[config.mk]
export PLATFORM = sky130hd
export DESIGN_NAME = hcmm_ctrl
export DESIGN_NICKNAME = d
export VERILOG_FILES = /design/src/hcmm_pkg.sv /design/src/hcmm_ctrl.sv
export SDC_FILE = /design/constraint.sdc
export NUM_CORES = 1
export LEC_CHECK = 0
export BUFFER_PORTS_ARGS = -buffer_cell sky130_fd_sc_hd__buf_4
export CAP_MARGIN = 5
export CORE_AREA = 5 5 42 44
export DETAILED_ROUTE_END_ITERATION = 16
export DIE_AREA = 0 0 47 49
export GPL_TIMING_DRIVEN = 1
export PLACE_DENSITY = 0.3
export SYNTH_ARGS = -nofsm -noshare
export SYNTH_HDL_FRONTEND = slang
export SYNTH_SLANG_ARGS = --single-unit
[constraint.sdc]
create_clock -name clk_i -period 0.8 [get_ports clk_i]
set_input_delay 0 -clock clk_i [delete_from_list [all_inputs] [get_ports clk_i]]
set_output_delay 0 -clock clk_i [all_outputs]
set_load 0.02 [all_outputs]
[src/hcmm_pkg.sv]
package hcmm_pkg;

  // Default depth of the deferred write queue
  localparam int unsigned QueueDepthDefault = 4;

  // Address map boundaries (inclusive upper ends)
  localparam logic [15:0] ADDR_BOOT_END  = 16'h00FF;
  localparam logic [15:0] ADDR_CART_END  = 16'h7FFF;
  localparam logic [15:0] ADDR_VRAM_END  = 16'h9FFF;
  localparam logic [15:0] ADDR_XRAM_END  = 16'hBFFF;
  localparam logic [15:0] ADDR_WRAM_END  = 16'hDFFF;
  localparam logic [15:0] ADDR_ECHO_END  = 16'hFDFF;
  localparam logic [15:0] ADDR_OAM_END   = 16'hFE9F;
  localparam logic [15:0] ADDR_UNUSED_END = 16'hFEFF;
  localparam logic [15:0] ADDR_IO_END    = 16'hFF7F;
  localparam logic [15:0] ADDR_HRAM_END  = 16'hFFFE;

  // I/O register low bytes
  localparam logic [7:0] IO_JOYPAD     = 8'h00;
  localparam logic [7:0] IO_SERIAL_END = 8'h02;
  localparam logic [7:0] IO_TIMER_LO   = 8'h04;
  localparam logic [7:0] IO_TIMER_HI   = 8'h07;
  localparam logic [7:0] IO_IF         = 8'h0F;
  localparam logic [7:0] IO_VIDEO_LO   = 8'h40;
  localparam logic [7:0] IO_VIDEO_HI   = 8'h4B;
  localparam logic [7:0] IO_BOOT_OFF   = 8'h50;

  typedef enum logic [2:0] {
    OP_READ      = 3'd0,
    OP_WRITE     = 3'd1,
    OP_QUEUE     = 3'd2,
    OP_COMMIT    = 3'd3,
    OP_BOOT_LOAD = 3'd4
  } op_e;

  typedef enum logic [2:0] {
    TGT_NONE   = 3'd0,
    TGT_CART   = 3'd1,
    TGT_JOYPAD = 3'd2,
    TGT_SERIAL = 3'd3,
    TGT_TIMER  = 3'd4,
    TGT_VIDEO  = 3'd5
  } target_e;

  typedef enum logic [1:0] {
    ST_IDLE,
    ST_ACCESS,
    ST_EMIT
  } state_e;

  // Commands from the controller to the datapath
  typedef struct packed {
    logic load;
    logic access;
    logic emit;
  } ctrl_cmd_t;

  // Status from the datapath to the controller
  typedef struct packed {
    logic out_free;
    logic more;
  } dp_status_t;

endpackage

[src/hcmm_ctrl.sv]
module hcmm_ctrl (
  input  logic                   clk_i,
  input  logic                   rst_ni,
  input  logic                   in_valid_i,
  output logic                   in_stall_o,
  input  hcmm_pkg::dp_status_t   status_i,
  output hcmm_pkg::ctrl_cmd_t    cmd_o
);
  import hcmm_pkg::*;

  state_e state_q, state_d;

  // Hold state
  always_ff @(posedge clk_i or negedge rst_ni) begin
    if (!rst_ni) begin
      state_q <= ST_IDLE;
    end else begin
      state_q <= state_d;
    end
  end

  // Advance state
  always_comb begin
    state_d = state_q;
    case (state_q)
      ST_IDLE: begin
        if (in_valid_i) state_d = ST_ACCESS;
      end
      ST_ACCESS: begin
        state_d = ST_EMIT;
      end
      ST_EMIT: begin
        if (status_i.out_free) begin
          state_d = status_i.more ? ST_ACCESS : ST_IDLE;
        end
      end
      default: state_d = ST_IDLE;
    endcase
  end

  // Drive commands
  always_comb begin
    cmd_o      = '0;
    in_stall_o = 1'b1;
    case (state_q)
      ST_IDLE: begin
        in_stall_o = 1'b0;
        cmd_o.load = in_valid_i;
      end
      ST_ACCESS: begin
        cmd_o.access = 1'b1;
      end
      ST_EMIT: begin
        cmd_o.emit = status_i.out_free;
      end
      default: begin
        in_stall_o = 1'b1;
      end
    endcase
  end

endmodule

Word level (Yosys, flattened, before mapping)
Cells that the tools add are included.

Reductions and logical operators: 2. Equal/unequal tests: 4. Multiplexer cells: 8.

Operator list (count): $pmux 2 s3 (1); $mux 1 (5); $mux 2 (2); $ne 2x2->1 const B (2); $eq 2x1->1 const B (1); $eq 2x2->1 const B (1); $logic_not 2->1 (1); $reduce_and 2->1 (1).

Output and inout bits: 4. Input port bits: 5. Word-level logic and storage cells: 15. Register bits: 2.

Longest topological paths before layout
Word-level depth: 3. Gate-level depth with buffers: 2. Gate-level depth less buffers: 2.

Worst setup path after synthesis
Ideal clock, no wire load.

Path type: register -> register. From: reg state_q[0]. To: reg state_q[0]. Slack: -0.192 ns. Data required time: 0.722 ns. Data arrival time: 0.914 ns. Buffers on the path: 0. Cell stages (with the launch flop): 3. Clock period less this slack: 0.992 ns. Library setup time: 0.078 ns. Cells stage by stage: dfrtp_1 -> nor3b_2 -> o21bai_1.

Longest elaborated chain between the ends: 3. Elaborated cells between the ends (all ways): 7. Classes of those cells: eq/ne (4); mux (1); reduce/logical (2).

RTL lines: start, declared (RTL line hcmm_ctrl.sv:11) `state_e state_q, state_d;`; start signal, assigned (RTL line hcmm_ctrl.sv:18) `state_q <= state_d;`; $eq 2x2->1 or $logic_not 2->1 (tied branches) (RTL line hcmm_ctrl.sv:25) `case (state_q)`; $ne 2x2->1 (no source line); $reduce_and 2->1 (no source line).

Parallel ways exist; a longest one is shown, timed or not. A chain may end at the register's enable or synchronous reset.

Worst setup path after layout
From: reg state_q[1]. To: out in_stall_o.

Longest elaborated chain between the ends: 2.

RTL lines: $logic_not 2->1 (RTL line hcmm_ctrl.sv:45) `case (state_q)`; $mux 1 (RTL line hcmm_ctrl.sv:45); end, declared (RTL line hcmm_ctrl.sv:5) `output logic in_stall_o,`.

No other way between the ends.

==> summary.txt <==
Status
  • Run status: finished, violations left
  • Violations in the final reports: negative setup slack

Timing
  • Setup slack of the critical path after layout: -0.236 ns
  • Final worst path period need: 1.04 ns
  • Worst hold margin: 0.0480 ns
  • Pin slew with the least headroom to its limit: 0.166 ns
  • Relative max-transition margin: 88.9%
  • Total Neg Setup Slack: -1.09 ns
  • Period utilization: 130%
  • Clock Skew: 0.00271 ns
  • Unrepaired setup endpoints after global routing: yes
  • Total of endpoints with negative setup slack in the final report: 6
  • Final Hold Fails: 0
  • Maximum operating frequency: 965 MHz
  • Final Max Slew Viols: 0

Global route
  • Pin count of the biggest net entering global routing: 5
  • Global-route usage over all layers: 4.51%
  • Wire length of the first global-routing pass: 676 um
  • Vias in the first global route: 166
  • Grt ovf: 0
  • Antenna violations before repair: 0

Synth
  • Flip-flop and latch count after synthesis: 2
  • Synthesized netlist cell count: 12
  • Post-synthesis instance area: 115 um^2
  • Post-Syn Area per Cell: 9.59 um^2
  • Largest cells by area after synthesis: dfrtp_1 43%, o21bai_1 13%, nor3b_2 11%, buf_4 6.5%, nand2b_1 5.4%
  • Part of the Yosys area used for sequential elements: 43.5%
  • Top-area cell type share of the netlist area: 43.5%
  • Ys flop type: dfrtp_1
  • Synthesis Warnings: 0
  • Total nets after synthesis: 17
  • Synth top cells by count: 2 x dfrtp_1, 2 x o21bai_1
  • Synth cell types: 10
  • Dominant cell type by area after synthesis: dfrtp_1
  • EDFF count, synth: 0
  • Proportion of register bits with asynchronous set or reset after synthesis: 100%

CTS
  • CTS max path bufs: 2
  • CTS tree: yes
  • Clock latency at the later pin of the worst-skew pair: 0.22 ns
  • Number of clock buffers inserted by TritonCTS: 3
  • Clock slew seen by the registers of the worst setup and hold paths: 0.03 ns
  • Clock root cell: clkbuf_4
  • Sink Count: 2
  • H-Tree Depth: 1

Die
  • Ports placed on the boundary: 9
  • Effective utilization at floorplan: 8.21%
  • Area of the die: 2300 um^2
  • Site row count: 14
  • Horizontal die dimension: 47 um
  • Die height: 49 um
  • Core area: 1400 um^2

Placement
  • Worst setup slack after placement: -0.0618 ns
  • Post-detailed-placement half-perimeter wirelength: 257 um
  • RePlAce Congestion: 0.665
  • Placed cell area: 194 um^2
  • Count of port buffers added during placement: 8
  • Total placed cells including tap cells: 35

Finish
  • Share of final-layout standard cells stronger than drive strength 1: 72.0%
  • Final standard cell area without fillers: 274 um^2
  • Sequential standard cell area: 52.6 um^2
  • Largest registers ranked by flip-flop count: state_q x2
  • Synth-to-layout area growth: 138%
  • Final Util: 19.6%
  • Cell Count, Final, Fillers Out: 41
  • Antenna fix cells: 0
  • Area of combinational cells with multiple inputs: 72.6 um^2
  • # fillers: 165
  • Largest register FFs: 2
  • Reg with most FFs: state_q
  • Nets: 32

Pwr
  • Reported leakage power: 0.125 nW
  • Power per cell area: 3560 nW/um^2
  • PnR Total Power: 0.976 mW
  • VDD IR-drop max: 1.19 mV

Critical path
  • Delay of the slowest critical-path stage: 0.44 ns
  • Required time of the worst setup path: 0.80 ns
  • Classification of the worst setup path: flip-flop to primary output
  • Arrival time reported for the critical path endpoint: 1.04 ns
  • Critical Path Sink Type: primary output
  • Master of the slowest instance on the critical path: dfrtp_2
  • Worst-path fanout max: 4
  • Crit path launch type: flip-flop
  • Cell-by-cell listing of the critical path: or2_4 > buf_6

Detailed routing
  • Remaining antenna violation count after routing: 0
  • Detailed Route Iter0 Violations: 0
  • Routed vias/inst: 3.20
  • Total via count in the routed design: 131
  • Total Wirelength: 380 um
  • TritonRoute pass-1 iters: 1
  • Average routed wire per standard cell: 9.27 um
  • Post-route DRC: 0

Worst hold path
  • Path class of the lowest-slack min-delay path: primary input to flip-flop

Job
  • Max_cap viols: 0
==> logic make-up after synthesis <==
logic type / count (synthesis) / synth area share, %
flops: 2 / 43.5
buf+inv: 2 / 9.78
simple gates: 6 / 33.7
compound gates: 2 / 13.0
==> worst max-delay path: cells and delay by family (launching register included) <==
kind                   cells  cell delay [ns]
and+or+nand+nor            1             0.24
buffers and inverters      1             0.13
DFF                        1             0.44
==> path summary, 6_finish.rpt <==
check	startpoint	to	slack, ns	cells after the start
min in group asynchronous	rst_ni	state_q[1]	0.10	2
min reg2reg	state_q[0]	state_q[0]	0.65	2
max	state_q[1]	in_stall_o	-0.24	2
max in group asynchronous	rst_ni	state_q[0]	0.60	2
min	status_i[0]	state_q[0]	0.05	3
max reg2reg	state_q[0]	state_q[1]	-0.13	3
==> area by class of cell <==
cell class	count	share of cell area, %
flip-flops and latches	2	19.2
multi-input cells	8	26.5
well taps	16	7.31
clock buffers	3	8.22
inverters	1	1.37
repair buffers	11	37.4
==> placed cells by master (no fill, tap or decap) <==
| cell | n |
|---|---|
| nor2b_1 | 1 |
| nor3b_4 | 1 |
| nor2_2 | 1 |
| buf_4 | 5 |
| buf_6 | 4 |
| clkbuf_4 | 3 |
| nand2b_4 | 1 |
| or2_4 | 1 |
| o21bai_1 | 2 |
| dfrtp_2 | 2 |
| dlygate4sd3_1 | 2 |
| inv_1 | 1 |
| nand2_1 | 1 |
==> report_power, final <==
part           leakage, nW  internal, mW  total [mW]  switching [mW]
combinational       0.0888         0.309       0.527           0.218
sequential          0.0228         0.152       0.229          0.0770
clock               0.0138         0.165       0.221          0.0554
==> repair_timing <==
item,CTS,global route
hold buffers,2,0
endpoints found under the setup margin,6,6
pin swaps,2,0
endpoints found under the hold margin,3,0
setup buffers,1,0
gates resized for setup,6,3
==> per-layer routing <==
| metal | wire, um | vias to the layer above | GRT usage [%] | share of wire, % |
|---|---|---|---|---|
| met5 | 0 | - | 0 | 0 |
| met2 | 132 | 9 | 4.52 | 35 |
| met3 | 70 | 0 | 4.06 | 18 |
| met1 | 176 | 56 | 4.62 | 46 |
| li1 | - | 66 | - | - |
| met4 | 0 | 0 | 5.53 | 0 |
No activity file was read; power rests on OpenSTA's default activity.
